File: config.mk
export PLATFORM = sky130hd
export DESIGN_NAME = chf_ctrl
export DESIGN_NICKNAME = d
export VERILOG_FILES = /design/src/design/chf_pkg.sv /design/src/design/chf_ctrl.sv
export VERILOG_INCLUDE_DIRS = /design/src /design/src/design
export SDC_FILE = /design/constraint.sdc
export NUM_CORES = 1
export LEC_CHECK = 0
export ABC_AREA = 1
export BUFFER_PORTS_ARGS = -buffer_cell sky130_fd_sc_hd__buf_4
export CAP_MARGIN = 20
export CORE_UTILIZATION = 40
export CTS_CLUSTER_DIAMETER = 60
export DETAILED_ROUTE_END_ITERATION = 12
export GPL_TIMING_DRIVEN = 0
export HOLD_SLACK_MARGIN = 0.12
export SKIP_LAST_GASP = 1
export SYNTH_ARGS = -nofsm -noshare
export SYNTH_HDL_FRONTEND = slang
export SYNTH_SLANG_ARGS = --single-unit
export TNS_END_PERCENT = 5
File: constraint.sdc
create_clock -name clk -period 4.6 [get_ports clk]
set_input_delay 0.69 -clock clk [delete_from_list [all_inputs] [get_ports clk]]
set_output_delay 0.69 -clock clk [all_outputs]
set_load 0.005 [all_outputs]
File: src/design/cholesky_factorizer_unit_assert.svh
// assertion macros used by the controller (chf_ctrl)
`ifndef CHOLESKY_FACTORIZER_UNIT_ASSERT_SVH
`define CHOLESKY_FACTORIZER_UNIT_ASSERT_SVH

`ifndef SYNTHESIS
`define CHF_ASSERT(label, clk, rst_n, prop) \
  label: assert property (@(posedge clk) disable iff (!rst_n) prop) \
    else $error("chf assertion failed");
`define CHF_ASSERT_RST(label, clk, prop) \
  label: assert property (@(posedge clk) prop) \
    else $error("chf reset assertion failed");
`else
`define CHF_ASSERT(label, clk, rst_n, prop)
`define CHF_ASSERT_RST(label, clk, prop)
`endif

`endif

File: src/design/chf_pkg.sv
package chf_pkg;
  localparam int DATA_W    = 32;
  localparam int ACC_W     = 64;
  localparam int SUM_W     = 48;
  localparam int ADDR_W    = 6;
  localparam int DEPTH     = 64;
  localparam int IDX_W     = 3;
  localparam int DIM_W     = 4;
  localparam int CNT_W     = 6;
  localparam int LOADC_W   = 7;
  localparam int CFG_IDX_W = 2;
  localparam int CFG_W     = 16;

  localparam logic [CFG_IDX_W-1:0] CFG_MATRIX_SIZE    = 2'd0;
  localparam logic [CFG_IDX_W-1:0] CFG_DIAGONAL_JITTER = 2'd1;

  localparam logic [CNT_W-1:0] SQRT_LAST_STEP = 6'd31;
  localparam logic [CNT_W-1:0] DIV_LAST_STEP  = 6'd63;

  localparam logic STATUS_OK   = 1'b0;
  localparam logic STATUS_FAIL = 1'b1;

  typedef enum logic [3:0] {
    S_LOAD, S_RD_A, S_RD_B, S_INIT, S_RD_LI, S_RD_LJ, S_MUL, S_ACC,
    S_FIN, S_DLOAD, S_DIV, S_SQRT, S_WR, S_OUT_RD, S_OUT_SHOW, S_FAIL
  } chf_state_t;

  typedef struct packed {
    logic              mat_we;
    logic [ADDR_W-1:0] mat_waddr;
    logic [ADDR_W-1:0] mat_raddr;
    logic              fac_we;
    logic [ADDR_W-1:0] fac_waddr;
    logic [ADDR_W-1:0] fac_raddr;
    logic              cap_a;
    logic              init_acc;
    logic              diag;
    logic              cap_x;
    logic              do_mul;
    logic              do_acc;
    logic              start_sqrt;
    logic              start_div;
    logic              step_sqrt;
    logic              step_div;
    logic              out_load;
    logic              out_fail;
    logic              out_upper;
    logic              out_last;
    logic [IDX_W-1:0]  out_row;
    logic [IDX_W-1:0]  out_col;
  } chf_cmd_t;

  typedef struct packed {
    logic sum_nonpos;
  } chf_stat_t;
endpackage

File: src/design/chf_ctrl.sv
`include "cholesky_factorizer_unit_assert.svh"
module chf_ctrl import chf_pkg::*; #(
  parameter int MAX_DIM = 8
) (
  input  logic             clk,
  input  logic             rst_n,
  input  logic [DIM_W-1:0] size_cfg,
  input  logic             in_valid,
  output logic             in_ready,
  output logic             out_valid,
  input  logic             out_ready,
  input  chf_stat_t        stat,
  output chf_cmd_t         cmd
);
  chf_state_t st_r, st_nxt;
  logic [IDX_W-1:0]   i_r, i_nxt, j_r, j_nxt, k_r, k_nxt;
  logic [DIM_W-1:0]   n_r, n_nxt, eff;
  logic [CNT_W-1:0]   cnt_r, cnt_nxt;
  logic [LOADC_W-1:0] ld_r, ld_nxt, ld_inc;
  logic               out_valid_r, out_valid_nxt;
  logic [7:0]         nn;
  logic               full, in_acc, out_free, last_row, last_col, is_diag, more_k;
  logic [6:0]         lin_ij, lin_ji;

  always_comb begin
    if (size_cfg == '0) begin
      eff = DIM_W'(1);
    end else if (size_cfg > DIM_W'(MAX_DIM)) begin
      eff = DIM_W'(MAX_DIM);
    end else begin
      eff = size_cfg;
    end
    nn       = 8'(eff) * 8'(eff);
    ld_inc   = ld_r + 7'd1;
    full     = {1'b0, ld_inc} >= nn;
    in_acc   = in_valid && in_ready;
    out_free = !out_valid_r || out_ready;
    last_row = {1'b0, i_r} == (n_r - 4'd1);
    last_col = {1'b0, j_r} == (n_r - 4'd1);
    is_diag  = i_r == j_r;
    more_k   = ({1'b0, k_r} + 4'd1) < {1'b0, j_r};
    lin_ij   = 7'(i_r) * 7'(n_r) + 7'(j_r);
    lin_ji   = 7'(j_r) * 7'(n_r) + 7'(i_r);
  end

  always_comb begin
    st_nxt = st_r;
    unique case (st_r)
      S_LOAD:     if (in_acc && full) st_nxt = S_RD_A;
      S_RD_A:     st_nxt = S_RD_B;
      S_RD_B:     st_nxt = S_INIT;
      S_INIT:     st_nxt = (j_r == '0) ? S_FIN : S_RD_LI;
      S_RD_LI:    st_nxt = S_RD_LJ;
      S_RD_LJ:    st_nxt = S_MUL;
      S_MUL:      st_nxt = S_ACC;
      S_ACC:      st_nxt = more_k ? S_RD_LI : S_FIN;
      S_FIN: begin
        if (!is_diag) st_nxt = S_DLOAD;
        else if (stat.sum_nonpos) st_nxt = S_FAIL;
        else st_nxt = S_SQRT;
      end
      S_DLOAD:    st_nxt = S_DIV;
      S_DIV:      if (cnt_r == DIV_LAST_STEP) st_nxt = S_WR;
      S_SQRT:     if (cnt_r == SQRT_LAST_STEP) st_nxt = S_WR;
      S_WR:       st_nxt = (is_diag && last_row) ? S_OUT_RD : S_RD_A;
      S_OUT_RD:   st_nxt = S_OUT_SHOW;
      S_OUT_SHOW: if (out_free) st_nxt = (last_row && last_col) ? S_LOAD : S_OUT_RD;
      S_FAIL:     if (out_free) st_nxt = S_LOAD;
      default:    st_nxt = S_LOAD;
    endcase
  end

  always_comb begin
    cmd       = '0;
    in_ready  = 1'b0;
    cmd.diag  = is_diag;
    cmd.out_row = i_r;
    cmd.out_col = j_r;
    unique case (st_r)
      S_LOAD: begin
        in_ready      = 1'b1;
        cmd.mat_we    = in_acc;
        cmd.mat_waddr = ld_r[ADDR_W-1:0];
      end
      S_RD_A:  cmd.mat_raddr = lin_ij[ADDR_W-1:0];
      S_RD_B: begin
        cmd.mat_raddr = lin_ji[ADDR_W-1:0];
        cmd.cap_a     = 1'b1;
      end
      S_INIT:  cmd.init_acc = 1'b1;
      S_RD_LI: cmd.fac_raddr = {i_r, k_r};
      S_RD_LJ: begin
        cmd.fac_raddr = {j_r, k_r};
        cmd.cap_x     = 1'b1;
      end
      S_MUL:   cmd.do_mul = 1'b1;
      S_ACC:   cmd.do_acc = 1'b1;
      S_FIN: begin
        cmd.fac_raddr  = {j_r, j_r};
        cmd.start_sqrt = is_diag && !stat.sum_nonpos;
      end
      S_DLOAD: cmd.start_div = 1'b1;
      S_DIV:   cmd.step_div = 1'b1;
      S_SQRT:  cmd.step_sqrt = 1'b1;
      S_WR: begin
        cmd.fac_we    = 1'b1;
        cmd.fac_waddr = {i_r, j_r};
      end
      S_OUT_RD: cmd.fac_raddr = {i_r, j_r};
      S_OUT_SHOW: begin
        cmd.fac_raddr = {i_r, j_r};
        cmd.out_load  = out_free;
        cmd.out_upper = j_r > i_r;
        cmd.out_last  = last_row && last_col;
      end
      S_FAIL: begin
        cmd.out_load = out_free;
        cmd.out_fail = 1'b1;
      end
      default: cmd = '0;
    endcase
  end

  always_comb begin
    i_nxt   = i_r;
    j_nxt   = j_r;
    k_nxt   = k_r;
    n_nxt   = n_r;
    cnt_nxt = cnt_r;
    ld_nxt  = ld_r;
    unique case (st_r)
      S_LOAD: begin
        if (in_acc) begin
          ld_nxt = ld_inc;
          if (full) begin
            ld_nxt = '0;
            n_nxt  = eff;
            i_nxt  = '0;
            j_nxt  = '0;
          end
        end
      end
      S_INIT:  k_nxt = '0;
      S_ACC:   k_nxt = k_r + 3'd1;
      S_FIN, S_DLOAD: cnt_nxt = '0;
      S_DIV, S_SQRT:  cnt_nxt = cnt_r + 6'd1;
      S_WR: begin
        if (!is_diag) begin
          j_nxt = j_r + 3'd1;
        end else if (!last_row) begin
          i_nxt = i_r + 3'd1;
          j_nxt = '0;
        end else begin
          i_nxt = '0;
          j_nxt = '0;
        end
      end
      S_OUT_SHOW: begin
        if (out_free) begin
          if (last_col) begin
            j_nxt = '0;
            i_nxt = i_r + 3'd1;
          end else begin
            j_nxt = j_r + 3'd1;
          end
        end
      end
      default: ;
    endcase
  end

  always_comb begin
    if (cmd.out_load) begin
      out_valid_nxt = 1'b1;
    end else if (out_ready) begin
      out_valid_nxt = 1'b0;
    end else begin
      out_valid_nxt = out_valid_r;
    end
  end

  assign out_valid = out_valid_r;

  always_ff @(posedge clk) begin
    if (!rst_n) begin
      st_r        <= S_LOAD;
      i_r         <= '0;
      j_r         <= '0;
      k_r         <= '0;
      n_r         <= DIM_W'(MAX_DIM);
      cnt_r       <= '0;
      ld_r        <= '0;
      out_valid_r <= 1'b0;
    end else begin
      st_r        <= st_nxt;
      i_r         <= i_nxt;
      j_r         <= j_nxt;
      k_r         <= k_nxt;
      n_r         <= n_nxt;
      cnt_r       <= cnt_nxt;
      ld_r        <= ld_nxt;
      out_valid_r <= out_valid_nxt;
    end
  end

  `CHF_ASSERT(a_lower_tri, clk, rst_n, ((st_r == S_RD_A) || (st_r == S_INIT) || (st_r == S_FIN) || (st_r == S_WR)) |-> (j_r <= i_r))
  `CHF_ASSERT(a_k_below_j, clk, rst_n, ((st_r == S_RD_LI) || (st_r == S_MUL) || (st_r == S_ACC)) |-> (k_r < j_r))
  `CHF_ASSERT_RST(a_reset_idle, clk, (!rst_n) |=> (!out_valid_r && (st_r == S_LOAD)))
endmodule

==> flow_summary_export.csv <==
group,metric,value,unit
final_layout,final_cells,699,
sta,fin_crit_sh,0.860,
final_layout,postLayoutCellArea,4090,um^2
sta,hold_viol,0,
cts,insertion_delay,290,ps
yosys,synth-edff-count,0,
floorplanning,die_area,9010,um^2
worst_setup_path,worst-r2r-setup-slack,2050,ps
worst_setup_path,cp.arrival,3270,ps
grt,grt_pass1_wl,14.9,mm
sta,rsz0062_at_grt,"no",
sta,slew_headroom,0.646,
worst_setup_path,crit_path_frequent_cell,"nor2_1",
yosys,yosysMostFrequentCell,"nand2_1",
yosys,synth.distinct_cells,43,
yosys,avgSynthCellArea,6.53,um^2
place,dp_hpwl,7.23,mm
yosys,synthTopCellsByArea,"dfxtp_1 (18%), ha_1 (16%), nand2_1 (14%)",
status,outcome,"complete, no violations",
sta,final_max_slew_viol_count,0,
grt,grt_pass1_vias,3201,
cts,cts_made_buffers,5,
sta,clock-skew-final,8.85,ps
cts,cts_tree,"done",
cts,post_cts_resized,0,
worst_setup_path,slowest_stage,"dfxtp_1",
cts,ctsHoldBuffers,0,
drt,drc,0,
place,port_buffers,56,
drt,drt_wl_total,8.99,mm
worst_setup_path,crit_family,"adder cells",
pwr,total_power,1.53,mW
floorplanning,io_pins,57,
worst_setup_path,endpoint_kind,"output pin",
yosys,synth_common_cells,"nand2_1 (126), inv_1 (90), nor2_1 (62), ha_1 (43)",
worst_setup_path,crit_path_max_fanout,10,
worst_hold_path,hp-class,"reg -> reg",
sta,setup_viol,0,
grt,grt-ovfl-total,0,
final_layout,layout.nets,654,
yosys,synth_area_leader_cell,"dfxtp_1",
drt,drt_pass1_iterations,5,
cts,cts-root-buf,"clkbuf_8",
worst_setup_path,slowest_delay,600,ps
yosys,ys_async_sr_fraction,0,
floorplanning,num_rows,33,
drt,antenna_left,0,
final_layout,fill_cells,871,
yosys,yosysSeqAreaShare,0.180,
worst_setup_path,crit_path_start_kind,"register",
grt,antenna_found_initial,0,
final_layout,layout-drive-gt1-share,0.162,
pwr,leakagePower,2.16,nW
place,dp_cells,691,
worst_setup_path,critPathBufInv,3,
pwr,power_density,374,nW/um^2
yosys,synth_warnings,0,
yosys,synth-seq-cells,31,
yosys,synth_top_area_frac,0.180,
worst_setup_path,setup.worst_path.class,"reg -> out",
sta,fin_ws,645,ps
cts,cts_setup_buffers,0,
floorplanning,initial_utilization,0.416,
sta,worstMarginPinSlew,531,ps
drt,vias,3489,
place,gp_congestion,0.881,
drt,routed_via_density,4.99,
cts,clkSinkCount,31,
flow_run,drv_cap,0,
sta,fin_setup_tns,0,ps
cts,htreeDepth,2,
grt,grt_usage,0.210,
pwr,peakVddDrop,0.228,mV
place,dpl-instance-area,4010,um^2
final_layout,final_util,0.493,
drt,wire_per_inst,12.9,um
yosys,synth_top_flop_cell,"dfxtp_1",
drt,drt_iter0_markers,196,
floorplanning,fp.coreArea,8300,um^2
cts,clock_path_buffers,2,
sta,finalCriticalPeriod,3960,ps
place,pre_cts_ws,1000,ps
cts,clkTransAtPathRegs,70,ps
final_layout,n_antenna_cell,0,
sta,timing.hold.ws,497,ps
worst_setup_path,crit_chain,"nand2_1, inv_1, fa_1, inv_1, fa_1, fa_1, nor2_1, nor2_1, nor2_1, nor2_1, xor2_1, o22ai_1, buf_4",
sta,fmax,253,MHz
final_layout,area_growth,18.6,%
floorplanning,die_x,94.9,um
worst_setup_path,worstPathRequired,3910,ps
yosys,synthCells,529,
grt,grt_max_degree,11,
floorplanning,die_height,94.9,um
yosys,netlist_area,3450,um^2
## sequential cells by signal (all words and copies together) (netlist names)
register / flops
out_valid: 1
cnt_r: 6
st_r: 4
n_r: 4
ld_r: 7
k_r: 3
i_r: 3
j_r: 3
## logic make-up (layout without fill, tap and decap cells)
group	Yosys count	after routing	share of synthesized area
xor gates and xnor gates	18	18	0.0457
other	1	2	0.00109
AOI/OAI and AO/OA	78	78	0.135
adders and majority gates	52	52	0.208
DFF	31	31	0.180
buffers and inverters	109	173	0.125
and+or+nand+nor	240	240	0.305
## worst min-delay path, delay by kind of cell (launching register included)
kind / cells / cell delay (ps)
flip-flops: 1 / 330
AND/OR/NAND/NOR: 1 / 70
AO/OA/AOI/OAI: 1 / 60
## final cells by class
cell class              count  area [um^2]  area share
well taps                 105          131      0.0321
repair buffers             56          420       0.103
plain buffers               9         46.3      0.0113
clock inverters             2         12.5     0.00306
flip-flops and latches     31          621       0.152
inverters                 100          385      0.0942
clock buffers               6         72.6      0.0177
multi-input cells         390         2400       0.587
## final timing paths
path / start / to / depth (start not counted)
hold reg to reg: ld_r[4]$_SDFFE_PN0P_ / ld_r[4]$_SDFFE_PN0P_ / 2
hold / removal: ld_r[4]$_SDFFE_PN0P_ / ld_r[4]$_SDFFE_PN0P_ / 2
setup reg to reg: ld_r[0]$_SDFFE_PN0P_ / ld_r[2]$_SDFFE_PN0P_ / 11
setup / recovery: i_r[1]$_SDFFE_PN0P_ / cmd[38] / 13
## placed cells by master, fill, tap and decap left out, types with 4 or more instances in the layout
cell	Yosys	layout
o22ai_1	7	7
nor2_4	4	4
clkbuf_1	3	4
fa_1	9	9
inv_2	6	6
xor2_1	14	14
nand4_1	10	10
a21oi_1	31	31
inv_1	90	90
nor3_1	7	7
nor2_1	62	62
ha_1	43	43
clkbuf_8	0	5
xnor2_1	4	4
a211oi_1	4	4
dfxtp_1	31	31
nor2_2	4	4
o21ai_0	19	19
nand3_1	17	17
buf_4	2	58
buf_2	4	4
nand2_1	126	126
## where the power goes
group	internal [mW]	leakage (nW)	switching, mW
clock	0.106	0.0412	0.107
combinational	0.339	1.86	0.577
sequential	0.311	0.251	0.0892
total	0.755	2.16	0.773
## layer usage
layer / vias up / global-route usage / wire, um
met2: 97 / 0.339 / 3910
li1: 1811 / - / -
met1: 1570 / 0.297 / 4480
met4: 0 / 0.0467 / 96
met3: 11 / 0.0266 / 510
met5: - / 0 / 0
Power figures use the tool's default switching activity.
